`config.mk`:
```
export PLATFORM = sky130hd
export DESIGN_NAME = cia_timer_interrupt_block_unit
export DESIGN_NICKNAME = d
export VERILOG_FILES = /design/src/rtl/cia_pkg.sv /design/src/rtl/cia_timer_interrupt_block_unit.sv /design/src/rtl/cia_tmr.sv
export SDC_FILE = /design/constraint.sdc
export NUM_CORES = 1
export LEC_CHECK = 0
export BUFFER_PORTS_ARGS = -buffer_cell sky130_fd_sc_hd__buf_2
export CORE_MARGIN = 10
export CORE_UTILIZATION = 30
export CTS_CLUSTER_SIZE = 16
export DETAILED_ROUTE_END_ITERATION = 10
export SLEW_MARGIN = 20
export SYNTH_ARGS = -nofsm -noshare
export SYNTH_HDL_FRONTEND = slang
export SYNTH_SLANG_ARGS = --single-unit
export TNS_END_PERCENT = 5
```
`constraint.sdc`:
```
create_clock -name clk -period 4.7 [get_ports clk]
set_input_delay 0.235 -clock clk [delete_from_list [all_inputs] [get_ports clk]]
set_output_delay 0.235 -clock clk [all_outputs]
set_load 0.005 [all_outputs]
```
`src/rtl/cia_pkg.sv`:
```
// ----------------------------------------------------------------------------
// cia_pkg
// Shared types and register codes for the two-timer interrupt register block.
// ----------------------------------------------------------------------------
package cia_pkg;

  typedef enum logic [1:0] {
    MODE_READ  = 2'd0,
    MODE_WRITE = 2'd1,
    MODE_TICK  = 2'd2
  } mode_t;

  localparam logic [3:0] REG_TA_LO = 4'h4;
  localparam logic [3:0] REG_TA_HI = 4'h5;
  localparam logic [3:0] REG_TB_LO = 4'h6;
  localparam logic [3:0] REG_TB_HI = 4'h7;
  localparam logic [3:0] REG_ICR   = 4'hD;
  localparam logic [3:0] REG_CRA   = 4'hE;
  localparam logic [3:0] REG_CRB   = 4'hF;

  localparam int IntW = 5;

  localparam int CtrlRunBit     = 0;
  localparam int CtrlOneshotBit = 3;
  localparam int CtrlLoadBit    = 4;
  localparam int IcrSetBit      = 7;

  localparam int IntTaBit = 0;
  localparam int IntTbBit = 1;

  typedef struct packed {
    logic       tick;
    logic       wr_lo;
    logic       wr_hi;
    logic       wr_ctrl;
    logic [7:0] data;
  } tmr_cmd_t;

endpackage

```
`src/rtl/cia_timer_interrupt_block_unit.sv`:
```
// ----------------------------------------------------------------------------
// cia_timer_interrupt_block_unit
// Register block with two down timers, interrupt mask/status and plain bytes.
// ----------------------------------------------------------------------------
//  channel | ports                                          | direction
//  --------+------------------------------------------------+----------
//  in      | in_valid in_ready in_mode in_reg_addr           | to block
//          | in_write_data                                  |
//  out     | out_valid out_ready out_read_data out_irq       | from block
//
//  Every word is applied in the cycle it is accepted; its result word sits in
//  the output register from the next cycle. One word per cycle if not stalled.
//  A new word is taken whenever the output register is empty or being drained.
//  Synchronous active-low reset clears all but output data/irq; timers stopped.
// ----------------------------------------------------------------------------
module cia_timer_interrupt_block_unit (
  input  logic       clk,
  input  logic       rst_n,
  input  logic       in_valid,
  output logic       in_ready,
  input  logic [1:0] in_mode,
  input  logic [3:0] in_reg_addr,
  input  logic [7:0] in_write_data,
  output logic       out_valid,
  input  logic       out_ready,
  output logic [7:0] out_read_data,
  output logic       out_irq
);
  import cia_pkg::*;

  logic            accept;
  mode_t           mode;
  logic            do_rd, do_wr, do_tick;

  logic [7:0]      plain_r [16];
  logic [IntW-1:0] mask_r, mask_nxt;
  logic [IntW-1:0] stat_r, stat_nxt;
  logic            out_valid_r, out_valid_nxt;
  logic [7:0]      out_data_r;
  logic            out_irq_r;
  logic [7:0]      rd_data;

  tmr_cmd_t        cmd_a, cmd_b;
  logic [15:0]     count_a, count_b;
  logic [7:0]      ctrl_a, ctrl_b;
  logic            unf_a, unf_b;

  assign in_ready = !out_valid_r || out_ready;
  assign accept   = in_valid && in_ready;
  assign mode     = mode_t'(in_mode);

  always_comb begin
    do_rd   = 1'b0;
    do_wr   = 1'b0;
    do_tick = 1'b0;
    case (mode)
      MODE_READ:  do_rd   = accept;
      MODE_WRITE: do_wr   = accept;
      MODE_TICK:  do_tick = accept;
      default: ;
    endcase
  end

  always_comb begin
    cmd_a.tick    = do_tick;
    cmd_a.wr_lo   = do_wr && (in_reg_addr == REG_TA_LO);
    cmd_a.wr_hi   = do_wr && (in_reg_addr == REG_TA_HI);
    cmd_a.wr_ctrl = do_wr && (in_reg_addr == REG_CRA);
    cmd_a.data    = in_write_data;
    cmd_b.tick    = do_tick;
    cmd_b.wr_lo   = do_wr && (in_reg_addr == REG_TB_LO);
    cmd_b.wr_hi   = do_wr && (in_reg_addr == REG_TB_HI);
    cmd_b.wr_ctrl = do_wr && (in_reg_addr == REG_CRB);
    cmd_b.data    = in_write_data;
  end

  cia_tmr u_tmr_a (
    .clk       (clk),
    .rst_n     (rst_n),
    .cmd       (cmd_a),
    .count     (count_a),
    .ctrl      (ctrl_a),
    .underflow (unf_a)
  );

  cia_tmr u_tmr_b (
    .clk       (clk),
    .rst_n     (rst_n),
    .cmd       (cmd_b),
    .count     (count_b),
    .ctrl      (ctrl_b),
    .underflow (unf_b)
  );

  always_comb begin
    case (in_reg_addr)
      REG_TA_LO: rd_data = count_a[7:0];
      REG_TA_HI: rd_data = count_a[15:8];
      REG_TB_LO: rd_data = count_b[7:0];
      REG_TB_HI: rd_data = count_b[15:8];
      REG_ICR:   rd_data = {{(8 - IntW){1'b0}}, stat_r};
      REG_CRA:   rd_data = ctrl_a;
      REG_CRB:   rd_data = ctrl_b;
      default:   rd_data = plain_r[in_reg_addr];
    endcase
  end

  always_comb begin
    mask_nxt = mask_r;
    stat_nxt = stat_r;
    if (do_wr && (in_reg_addr == REG_ICR)) begin
      if (in_write_data[IcrSetBit]) begin
        mask_nxt = mask_r | in_write_data[IntW-1:0];
      end else begin
        mask_nxt = mask_r & ~in_write_data[IntW-1:0];
      end
    end
    if (do_rd && (in_reg_addr == REG_ICR)) begin
      stat_nxt = '0;
    end
    if (unf_a) begin
      stat_nxt[IntTaBit] = 1'b1;
    end
    if (unf_b) begin
      stat_nxt[IntTbBit] = 1'b1;
    end
  end

  always_comb begin
    out_valid_nxt = out_valid_r;
    if (accept) begin
      out_valid_nxt = 1'b1;
    end else if (out_ready) begin
      out_valid_nxt = 1'b0;
    end
  end

  always_ff @(posedge clk) begin
    if (!rst_n) begin
      mask_r      <= '0;
      stat_r      <= '0;
      out_valid_r <= 1'b0;
      for (int i = 0; i < 16; i++) begin
        plain_r[i] <= '0;
      end
    end else begin
      mask_r      <= mask_nxt;
      stat_r      <= stat_nxt;
      out_valid_r <= out_valid_nxt;
      if (do_wr) begin
        plain_r[in_reg_addr] <= in_write_data;
      end
    end
  end

  always_ff @(posedge clk) begin
    if (accept) begin
      out_data_r <= do_rd ? rd_data : 8'h00;
      out_irq_r  <= |(mask_nxt & stat_nxt);
    end
  end

  assign out_valid     = out_valid_r;
  assign out_read_data = out_data_r;
  assign out_irq       = out_irq_r;

endmodule

```
`src/rtl/cia_tmr.sv`:
```
// ----------------------------------------------------------------------------
// cia_tmr
// One 16-bit down timer with reload latch, control byte and underflow flag.
// ----------------------------------------------------------------------------
module cia_tmr (
  input  logic              clk,
  input  logic              rst_n,
  input  cia_pkg::tmr_cmd_t cmd,
  output logic [15:0]       count,
  output logic [7:0]        ctrl,
  output logic              underflow
);
  import cia_pkg::*;

  logic [15:0] count_r, count_nxt;
  logic [15:0] latch_r, latch_nxt;
  logic [7:0]  ctrl_r, ctrl_nxt;

  assign underflow = cmd.tick && ctrl_r[CtrlRunBit] && (count_r == 16'h0000);

  always_comb begin
    count_nxt = count_r;
    latch_nxt = latch_r;
    ctrl_nxt  = ctrl_r;
    if (cmd.wr_lo) begin
      latch_nxt[7:0] = cmd.data;
    end
    if (cmd.wr_hi) begin
      latch_nxt[15:8] = cmd.data;
    end
    if (cmd.wr_ctrl) begin
      if (cmd.data[CtrlLoadBit]) begin
        count_nxt = latch_r;
      end
      ctrl_nxt              = cmd.data;
      ctrl_nxt[CtrlLoadBit] = 1'b0;
    end
    if (cmd.tick && ctrl_r[CtrlRunBit]) begin
      if (count_r == 16'h0000) begin
        if (ctrl_r[CtrlOneshotBit]) begin
          count_nxt            = 16'hFFFF;
          ctrl_nxt[CtrlRunBit] = 1'b0;
        end else begin
          count_nxt = latch_r;
        end
      end else begin
        count_nxt = count_r - 16'd1;
      end
    end
  end

  always_ff @(posedge clk) begin
    if (!rst_n) begin
      count_r <= '0;
      latch_r <= '0;
      ctrl_r  <= '0;
    end else begin
      count_r <= count_nxt;
      latch_r <= latch_nxt;
      ctrl_r  <= ctrl_nxt;
    end
  end

  assign count = count_r;
  assign ctrl  = ctrl_r;

endmodule

```
# ---- After elaboration in Yosys (flattened, before gate mapping)
# Memory sizes are Yosys's and may differ from the RTL's.
# Cells that the tools add are included.
dict set report word_totals {
  register_bits 98
  ramBits 128
  input_bits 18
  output_inout_bits 11
  n_memories 1
}
# memory words width rd rd_ports_with_merged_regs write_ports line
set mem_list {}
lappend mem_list {plain_r 16 8 1 0 16 cia_timer_interrupt_block_unit.sv:35} ;# logic [7:0] plain_r [16];
dict set report classes {
  n_addsub 2
  eq_ne 9
  n_mux 36
  bitwise_logic 4
  n_reduce_logical 27
}
# cell count
set ops {}
lappend ops {{$mux W16} 10}
lappend ops {{$pmux W8 S7} 1}
lappend ops {{$logic_not A16 Y1} 2}
lappend ops {{$sub A16 B1 Y16 const B} 2}
lappend ops {{$mux W1} 20}
lappend ops {{$eq A4 B3 Y1 const B} 4}
lappend ops {{$mux W5} 3}
lappend ops {{$logic_and A1 B1 Y1} 13}
lappend ops {{$eq A4 B4 Y1 const B} 3}
lappend ops {{$and A5 B5 Y5} 2}
lappend ops {{$reduce_bool A2 Y1} 5}
lappend ops {{$mux W8} 1}
lappend ops {{$reduce_or A8 Y1} 1}
lappend ops {{$not A5 Y5} 1}
lappend ops {{$or A5 B5 Y5} 1}
lappend ops {{$reduce_or A5 Y1} 1}
lappend ops {{$mux W4} 1}
lappend ops {{$reduce_and A2 Y1} 2}
lappend ops {{$eq A2 B1 Y1 const B} 1}
lappend ops {{$eq A2 B2 Y1 const B} 1}
lappend ops {{$logic_not A2 Y1} 1}
lappend ops {{$logic_not A1 Y1} 1}
lappend ops {{$logic_or A1 B1 Y1} 1}

# ---- Logic depth before layout (Yosys ltp)
# Gate-level depths: netlist of the first run.
dict set report logic_depth {
  depth_word 9
  mapped_depth 10
  ltp_nobuf 8
}

# ---- By module
# Synthesis of the first run repeated with hierarchy kept, for this count alone.
dict set report hier_totals {
  cells_unflattened 772
  area_unflattened_um2 8484.4
}
# mod n_inst cells_per_inst area_each_um2
set by_module_without_submodules {}
lappend by_module_without_submodules {cia_timer_interrupt_block_unit 1 386 4760.8}
lappend by_module_without_submodules {cia_tmr 2 193 1861.8}

# ---- Least setup slack after synthesis of the first run
# Ideal clock, no wire load.
dict set report synth_timing {
  path_type {reg2reg}
  startpoint {register out_valid_r (netlist: out_valid)}
  endpoint {memory plain_r[10][0] (enable)}
  setup_time_ns 0.384
  t_arrival_ns 2.022
  required_ns 4.316
  slack_ns 2.294
  path_stages_with_launch 7
  path_buffers 2
  period_less_slack_ns 2.406
  path_cell_list {dfxtp_1 -> nor2b_1 -> buf_2 -> nor3b_1 -> clkbuf_1 -> nand4_1 -> o21ai_0}
}
# item line
set synth_lines {}
lappend synth_lines {{from (decl)} cia_timer_interrupt_block_unit.sv:38} ;# logic out_valid_r, out_valid_nxt;
lappend synth_lines {{from (signal assigned)} cia_timer_interrupt_block_unit.sv:149} ;# out_valid_r <= out_valid_nxt;
lappend synth_lines {{to (decl)} cia_timer_interrupt_block_unit.sv:35}

# ---- Worst setup path in the final report of the first run
dict set report layout_timing {
  startpoint {register u_tmr_b.count_r[7] (netlist: u_tmr_b.count[7])}
  endpoint {register u_tmr_b.count_r[11] (netlist: u_tmr_b.count[11])}
}
dict set report layout_via {
  elab_chain_len 3
}
# item line
set layout_rtl {}
lappend layout_rtl {{from (decl)} cia_tmr.sv:15} ;# logic [15:0] count_r, count_nxt;
lappend layout_rtl {{from (signal assigned)} cia_tmr.sv:58} ;# count_r <= count_nxt;
lappend layout_rtl {{$sub A16 B1 Y16 or $logic_not A16 Y1 (tied branches)} {cia_tmr.sv:47, cia_tmr.sv:39}}
lappend layout_rtl {{$mux W16 (*)} cia_tmr.sv:39} ;# if (count_r == 16'h0000) begin
lappend layout_rtl {{$mux W16 (*)} cia_tmr.sv:38} ;# if (cmd.tick && ctrl_r[CtrlRunBit]) begin
# Mark *: on every way between the ends. The rest lies on a longest branch, timed or not.
# A chain may end at the register's enable or synchronous reset.

==> flow_metrics.py, run 1 <==
metrics = {
    "run_status": {
        "status": "complete, no violations",
    },
    "routing": {
        "drc": 0,
        "firstDrtPassIters": 5,
        "routed_wl_um": 24300,
        "drt_iter0_markers": 690,
        "vias": 6427,
        "postRouteAntennaNets": 0,
        "vias_per_cell": 5.47,
        "post_drt_wl_per_cell_um": 20.7,
    },
    "clocking": {
        "numCtsBuffers": 17,
        "cts_setup_buffers": 0,
        "h-tree-depth": 4,
        "clk_latency_ns": 0.44,
        "cts_tree": "yes",
        "cts_resized": 0,
        "cts_max_path_buffers": 2,
        "clockRootBuffer": "clkbuf_16",
        "clk_pin_slew_ns": 0.07,
        "cts_hold_buf": 0,
        "clock-sinks": 170,
    },
    "floorplanning": {
        "num_rows": 60,
        "dieArea_um2": 34200,
        "start_util_pct": 30.3,
        "die_h_um": 185,
        "coreArea_um2": 26900,
        "die_w_um": 185,
        "ios": 29,
    },
    "yosys": {
        "ys_warn_count": 0,
        "synth-edff-count": 81,
        "synth_top_cells_by_count": "dfxtp_1, nor2_1, edfxtp_1",
        "synth.most_common_cell": "dfxtp_1",
        "yosysUniqueCellTypes": 59,
        "synth_top_flop_cell": "dfxtp_1",
        "synth_top_area_share_pct": 29.8,
        "ys_ff_latch": 170,
        "syn-num-nets": 837,
        "syn_area_per_cell_um2": 10.0,
        "synthCells": 815,
        "synth.area.top_cells": "edfxtp_1, dfxtp_1, and2_1",
        "async_flop_share_pct": 0,
        "syn_area_um2": 8160,
        "seq_area_frac_synth_pct": 51.7,
        "synth_top_area_cell": "edfxtp_1",
    },
    "worst_setup_path": {
        "worst_path_max_delay_cell": "or4_1",
        "critPathKind": "reg -> reg",
        "start_kind": "flip-flop",
        "slowest_delay_ns": 0.66,
        "cp_cell_sequence": "or4_1 -> and4b_1 -> nand2b_1 -> nand2_2 -> o21ai_0 -> a221oi_1",
        "critPathRequiredTime_ns": 4.97,
        "critPathArrivalTime_ns": 3.19,
        "setup.worst_path.end_class": "flip-flop",
        "startpoint": "u_tmr_b.count[7]$_SDFFE_PN0P_",
        "crit_fanout": 17,
        "worstReg2RegStart": "u_tmr_b.count[7]$_SDFFE_PN0P_",
    },
    "pwr": {
        "p_switching_mw": 0.786,
        "p_per_area_nw_per_um2": 342,
        "power_mw": 3.14,
        "clkPwrFrac_pct": 43.5,
        "p_seq_share_pct": 50.4,
        "p_int_mw": 2.35,
        "switching_share_pct": 25.1,
        "combinationalPowerShare_pct": 6.1,
        "max-vdd-ir-drop_mv": 0.244,
        "p_leak_nw": 3.59,
    },
    "timing": {
        "max_slew_margin_pct": 26.4,
        "setup_tns_ns": 0,
        "maxClockFrequency_mhz": 343,
        "min_period_over_period_pct": 62.1,
        "period_minus_slack_ns": 2.92,
        "final_hold_viol_count": 0,
        "setup_viol": 0,
        "skew_ns": 0.0110,
        "slew_violations": 0,
        "rsz0062_at_grt": "false",
        "worst_pin_slew_ns": 1.10,
    },
    "global_routing": {
        "grt_use_total_pct": 14.2,
        "met3_usage_pct": 2.57,
        "globalRouteOverflowTotal": 0,
        "grt_pass1_wl_um": 37200,
        "grt_max_degree": 36,
        "antenna_found_initial": 0,
        "grt_most_used_layer": "met2",
        "met1_usage_pct": 19.5,
        "grt_pass1_vias": 6141,
        "use_met2_pct": 22.2,
    },
    "final_layout": {
        "utilization_pct": 34.1,
        "antenna-diode-count": 0,
        "finalNetCount": 844,
        "area_growth_pct": 12.4,
        "layout-drive-gt1-share_pct": 12.9,
    },
    "placed_design": {
        "gp_congestion": 0.927,
        "port_buffers": 28,
        "dp_hpwl_um": 16500,
    },
    "hold_path": {
        "hp-class": "in -> reg",
        "worstHoldStart": "in_valid",
    },
    "job": {
        "maxCapViolCount": 0,
    },
}
[placed cells by master (no fill, tap or decap), drive strengths merged, types with 9 or more instances in the layout]
cell type / Yosys / layout
a2111oi: 9 / 9
a221oi: 10 / 10
nor3: 18 / 18
edfxtp: 81 / 81
inv: 17 / 23
nor2: 84 / 84
dfxtp: 89 / 89
and2: 74 / 74
mux4: 16 / 16
o22ai: 16 / 16
nand3: 17 / 17
o21ai: 58 / 58
or3: 11 / 11
nand2: 64 / 64
buf: 14 / 41
a21oi: 43 / 43
clkbuf: 39 / 19
a21o: 38 / 38
nor4: 9 / 9
[power groups by stage]
stage | clock network, mW | registers [mW] | logic, mW
after floorplan | 0 | 1.61 | 0.111
after global placement | 0 | 1.61 | 0.189
after detailed placement | 0 | 1.61 | 0.189
after CTS | 1.38 | 1.58 | 0.190
after global routing | 1.44 | 1.58 | 0.204
final | 1.36 | 1.58 | 0.191
[cell type report]
cell class	instances	area (µm²)
fillers	2728	17700
well taps	341	427
clock buffers	19	454
inverters	17	63.8
repair buffers	41	238
flip-flops and latches	170	4210
multi-input cells	575	3660
clock inverters	13	110
[logic make-up (layout without fill, tap and decap cells)]
family	after synthesis	in the layout	share of synthesized area, %
DFF	170	170	51.7
buffers and inverters	70	90	3.53
and+or+nand+nor	313	313	19.6
xor gates and xnor gates	9	9	0.967
AOI/OAI and AO/OA	226	226	18.3
muxes	23	23	5.28
adders and majority gates	4	4	0.614
[routing by layer]
layer,share of wire (%),vias to the layer above
met5,0,-
met4,1.5,0
met3,6.7,27
met2,46,277
met1,46,3118
li1,-,3005
[final timing paths]
check,to,slack (ns),cells after the start
hold / removal,out_valid$_SDFFE_PN0P_,0.12,3
hold reg to reg,u_tmr_b.latch_r[6]$_SDFFE_PN0P_,0.45,1
setup / recovery,u_tmr_b.count[11]$_SDFFE_PN0P_,1.78,6
setup reg to reg,u_tmr_b.count[11]$_SDFFE_PN0P_,1.78,6
[stage by stage]
| stage | hold WS [ns] | instance area (µm²) | worst slack, ns | std cells |
|---|---|---|---|---|
| final | 0.118 | 9170 | 1.78 | 1176 |
| after global placement | 0.433 | 8600 | 1.56 | 1144 |
| after floorplan | 0.356 | 8160 | 2.29 | 815 |
| after global routing | 0.151 | 9170 | 1.62 | 1176 |
| after detailed placement | 0.436 | 8600 | 1.58 | 1144 |
| after CTS | 0.0996 | 9170 | 1.62 | 1176 |
[state kept, by name, indices dropped and copies added (netlist names), 5 cells and up]
name,flops
mask_r,5
u_tmr_b.ctrl,7
u_tmr_b.count,16
u_tmr_a.latch_r,16
u_tmr_a.ctrl,7
u_tmr_a.count,16
u_tmr_b.latch_r,16
plain_r,72
stat_r,5
out_read_data,8
[worst max-delay path, delay by kind of cell (launching register included)]
| kind | cells | cell delay, ns |
|---|---|---|
| AND/OR/NAND/NOR | 4 | 2.00 |
| AO/OA/AOI/OAI | 2 | 0.39 |
| flip-flops | 1 | 0.37 |
No activity file was read; power rests on OpenSTA's default activity.
==> run 2: changes to the inputs <==
clock period = 2.7 ns   (was 4.7 ns; I/O delays follow)
==> flow_metrics.py, run 2 (synthesized netlist as in run 1, its figures left out) <==
metrics = {
    "placed_design": {
        "port_buffers": 28,
        "placed_cell_area_um2": 8780,
        "gp_congestion": 0.905,
        "dp.cells": 1168,
        "dp_hpwl_um": 16400,
    },
    "timing": {
        "worst_pin_slew_ns": 0.765,
        "skew_ns": 0.0111,
        "setup_viol": 0,
        "max_slew_margin_pct": 49.0,
        "timing.hold.ws_ns": 0.0788,
        "min_period_over_period_pct": 89.5,
        "setup_tns_ns": 0,
        "final_hold_viol_count": 0,
        "slew_violations": 0,
        "maxClockFrequency_mhz": 414,
        "period_minus_slack_ns": 2.42,
        "rsz0062_at_grt": "false",
    },
    "global_routing": {
        "antenna_found_initial": 0,
        "grt_max_degree": 26,
        "grt_pass1_vias": 6218,
        "globalRouteOverflowTotal": 0,
        "grt_pass1_wl_um": 37000,
        "grt_use_total_pct": 14.1,
    },
    "routing": {
        "firstDrtPassIters": 5,
        "drt_iter0_markers": 595,
        "post_drt_wl_per_cell_um": 19.6,
        "drc": 0,
        "vias_per_cell": 5.38,
        "vias": 6456,
        "routed_wl_um": 23600,
        "postRouteAntennaNets": 0,
    },
    "clocking": {
        "clockRootBuffer": "clkbuf_16",
        "cts_setup_buffers": 0,
        "clock-sinks": 170,
        "clk_latency_ns": 0.45,
        "clk_pin_slew_ns": 0.07,
        "cts_tree": "yes",
        "h-tree-depth": 4,
        "numCtsBuffers": 17,
        "cts_max_path_buffers": 2,
    },
    "worst_setup_path": {
        "crit_fanout": 8,
        "cp_num_buf_inv": 0,
        "start_kind": "flip-flop",
        "slowest_delay_ns": 0.55,
        "setup.worst_path.end_class": "flip-flop",
        "worstReg2RegStart": "out_valid$_SDFFE_PN0P_",
        "cp_num_cells": 6,
        "critPathArrivalTime_ns": 2.62,
        "critPathKind": "reg -> reg",
        "rrSetupSlack_ns": 0.28,
        "ff2ff_path_depth": 6,
        "critical_path.top_delay_family": "simple AND/OR/NAND/NOR gates",
        "worst_path_max_delay_cell": "or4b_1",
        "critPathRequiredTime_ns": 2.90,
        "cp_cell_sequence": "nor2b_1 -> or4b_1 -> or3_1 -> a21oi_1 -> o22ai_1 -> a211o_1",
        "regToRegEndpoint": "out_irq$_DFFE_PP_",
    },
    "hold_path": {
        "hold_depth": 4,
        "worstHoldStart": "out_ready",
        "min_to": "out_valid$_SDFFE_PN0P_",
        "hp-class": "in -> reg",
    },
    "final_layout": {
        "area_growth_pct": 15.0,
        "instances_no_fill": 1201,
        "largest_register_ffs": 72,
        "antenna-diode-count": 0,
        "layout-drive-gt1-share_pct": 15.3,
        "final_cell_mix": "dfxtp_1, nor2_1, edfxtp_1",
        "finalNetCount": 869,
        "regMostFlops": "plain_r",
        "stdcell_area_um2": 9380,
        "final_common_cell": "dfxtp_1",
    },
    "pwr": {
        "combinationalPowerShare_pct": 6.2,
        "p_int_mw": 4.15,
        "p_seq_share_pct": 49.7,
        "clkPwrFrac_pct": 44.1,
        "switching_share_pct": 25.0,
        "p_switching_mw": 1.38,
        "max-vdd-ir-drop_mv": 0.476,
        "p_leak_nw": 3.72,
        "p_per_area_nw_per_um2": 590,
    },
    "run_status": {
        "status": "complete, no violations",
    },
    "floorplanning": {
        "coreArea_um2": 26900,
        "die_h_um": 185,
        "ios": 29,
        "dieArea_um2": 34200,
        "start_util_pct": 30.3,
        "num_rows": 60,
        "die_w_um": 185,
    },
    "job": {
        "maxCapViolCount": 0,
    },
}
==> run 2: worst max path at each step <==
stage                                 startpoint                        endpoint  slack (ns)
after CTS                 out_valid$_SDFFE_PN0P_  u_tmr_a.count[14]$_SDFFE_PN0P_        0.18
final                     out_valid$_SDFFE_PN0P_               out_irq$_DFFE_PP_        0.28
after global placement    out_valid$_SDFFE_PN0P_  u_tmr_a.count[14]$_SDFFE_PN0P_        0.32
after floorplan           out_valid$_SDFFE_PN0P_    plain_r[10][0]$_SDFFCE_PN0P_        0.29
after detailed placement  out_valid$_SDFFE_PN0P_  u_tmr_a.count[14]$_SDFFE_PN0P_        0.17
after global routing      out_valid$_SDFFE_PN0P_     plain_r[3][7]$_SDFFCE_PN0P_        0.16
==> run 2: cell type report <==
class                   count  area, µm²
clock buffers              18        429
clock inverters            14        153
fillers                  2759      17500
inverters                  17       63.8
multi-input cells         575       3660
flip-flops and latches    170       4210
well taps                 341        427
repair buffers             66        428
==> run 2: metal layers <==
layer  wire length [µm]  track usage [%]  vias up
met5                  0                0        -
met4                450             4.65        0
met3               1590             2.76       36
met1              10700             19.2     3142
li1                   -                -     3052
met2              10800             21.9      226
==> run 2: power by group through the flow <==
stage	clock network, mW	logic, mW	registers, mW
after floorplan	0	0.194	2.80
after global placement	0	0.339	2.81
after detailed placement	0	0.341	2.81
after CTS	2.48	0.343	2.75
after global routing	2.57	0.371	2.75
final	2.44	0.344	2.75
==> run 2: worst register-to-register path, delay by kind of cell, from the launching register on <==
kind	cells	cell delay, ns
AO/OA/AOI/OAI	3	0.64
flip-flops	1	0.31
AND/OR/NAND/NOR	3	1.23
==> run 2: per-stage QoR <==
stage / setup WS, ns / util [%] / power [mW]
CTS: 0.180 / 34.9 / 5.58
floorplan: 0.294 / - / 3.00
detailed placement: 0.174 / 32.7 / 3.15
finish: 0.284 / 34.9 / 5.54
global route: 0.160 / 34.9 / 5.70
global placement: 0.323 / 32.7 / 3.15
==> run 2: what timing repair did <==
item | 4_1_cts | 5_1_grt
hold endpoints to repair | 1 | 0
gates resized for setup | 0 | 1
setup endpoints to repair | 0 | 1
hold buffers | 1 | 0
==> run 3: changes to the inputs <==
clock period = 2.5 ns   (was 2.7 ns; I/O delays follow)
==> flow_metrics.py, run 3 (synthesized netlist as in run 1, its figures left out) <==
metrics = {
    "clocking": {
        "clk_latency_ns": 0.44,
        "h-tree-depth": 4,
        "cts_resized": 0,
        "numCtsBuffers": 17,
        "clockRootBuffer": "clkbuf_16",
        "cts_setup_buffers": 0,
        "cts_max_path_buffers": 2,
        "cts_hold_buf": 1,
        "clk_pin_slew_ns": 0.07,
        "clock-sinks": 170,
        "cts_tree": "yes",
    },
    "timing": {
        "max_slew_margin_pct": 49.4,
        "final_hold_viol_count": 0,
        "skew_ns": 0.00880,
        "worst_pin_slew_ns": 0.759,
        "slew_violations": 0,
        "setup_ws_ns": 0.187,
        "maxClockFrequency_mhz": 432,
        "period_minus_slack_ns": 2.31,
        "min_period_over_period_pct": 92.5,
        "rsz0062_at_grt": "false",
        "timing.hold.ws_ns": 0.0580,
        "setup_viol": 0,
        "setup_tns_ns": 0,
    },
    "hold_path": {
        "hp-class": "in -> reg",
    },
    "floorplanning": {
        "start_util_pct": 30.3,
        "num_rows": 60,
        "die_h_um": 185,
        "die_w_um": 185,
        "coreArea_um2": 26900,
        "ios": 29,
        "dieArea_um2": 34200,
    },
    "placed_design": {
        "dp.cells": 1184,
        "port_buffers": 28,
        "pre_cts_slack_ns": 0.224,
        "gp_congestion": 0.947,
        "dp_hpwl_um": 17100,
    },
    "final_layout": {
        "final_cell_mix": "dfxtp_1, nor2_1, edfxtp_1",
        "layout-drive-gt1-share_pct": 16.8,
        "regMostFlops": "plain_r",
        "instances_no_fill": 1217,
        "finalNetCount": 885,
        "final_common_cell": "dfxtp_1",
        "largest_register_ffs": 72,
        "antenna-diode-count": 0,
        "area_growth_pct": 16.4,
        "fillers": 2708,
    },
    "global_routing": {
        "globalRouteOverflowTotal": 0,
        "grt_max_degree": 35,
        "grt_use_total_pct": 14.3,
        "grt_pass1_wl_um": 37500,
        "antenna_found_initial": 0,
        "grt_pass1_vias": 6431,
    },
    "worst_setup_path": {
        "setup.worst_path.end_class": "flip-flop",
        "critPathRequiredTime_ns": 2.88,
        "crit_fanout": 7,
        "critPathKind": "reg -> reg",
        "start_kind": "flip-flop",
        "critPathArrivalTime_ns": 2.69,
    },
    "routing": {
        "drc": 0,
        "vias": 6527,
        "vias_per_cell": 5.36,
        "postRouteAntennaNets": 0,
        "drt_iter0_markers": 634,
        "post_drt_wl_per_cell_um": 19.9,
        "routed_wl_um": 24300,
        "firstDrtPassIters": 5,
    },
    "pwr": {
        "max-vdd-ir-drop_mv": 0.468,
        "p_per_area_nw_per_um2": 633,
        "p_leak_nw": 3.80,
    },
    "job": {
        "maxCapViolCount": 0,
    },
    "run_status": {
        "status": "complete, no violations",
    },
}
[run 3: stage by stage]
stage          util (%)  cell area (µm²)  power (mW)
2_1_floorplan         -             8160        3.24
3_3_place_gp       33.1             8900        3.41
3_5_place_dp       33.1             8900        3.42
4_1_cts            35.3             9490        6.04
5_1_grt            35.3             9490        6.19
6_report           35.3             9490        6.01
[run 3: where the power goes]
| group | internal (mW) | leakage (nW) | switching, mW |
|---|---|---|---|
| Combinational | 0.127 | 1.94 | 0.255 |
| Clock | 1.42 | 0.280 | 1.24 |
| Sequential | 2.95 | 1.58 | 0.0214 |
[run 3: area by class of cell]
class / count / area, µm² / share of cell area, %
multi-input combinational: 575 / 3660 / 38.5
tap: 341 / 427 / 4.49
clock inverter: 14 / 154 / 1.62
timing repair buffer: 82 / 548 / 5.77
clock buffer: 18 / 429 / 4.52
inverter: 17 / 63.8 / 0.672
sequential: 170 / 4210 / 44.4
[run 3: path summary, 6_finish.rpt]
path / to / from / depth (start not counted) / slack [ns]
setup / recovery: u_tmr_a.count[15]$_SDFFE_PN0P_ / u_tmr_a.count[4]$_SDFFE_PN0P_ / 7 / 0.19
hold / removal: out_valid$_SDFFE_PN0P_ / out_ready / 4 / 0.06
hold reg to reg: u_tmr_b.latch_r[12]$_SDFFE_PN0P_ / u_tmr_b.latch_r[12]$_SDFFE_PN0P_ / 1 / 0.45
setup reg to reg: u_tmr_a.count[15]$_SDFFE_PN0P_ / u_tmr_a.count[4]$_SDFFE_PN0P_ / 7 / 0.19
[run 3: worst max-delay path: stages, from the launching register on]
cell and delay [ns]:
dfxtp_1 0.32, buf_4 0.16, nor4_1 0.47, nand2_1 0.23, or3_1 0.42, or3_1 0.31, a21oi_1 0.16, o221a_1 0.19
[run 3: metal layers]
metal / GRT usage [%] / share of wire, % / up-vias
li1: - / - / 3083
met1: 19.1 / 45 / 3178
met2: 22.7 / 46 / 231
met3: 2.80 / 6.8 / 35
met4: 4.81 / 2.1 / 0
met5: 0 / 0 / -
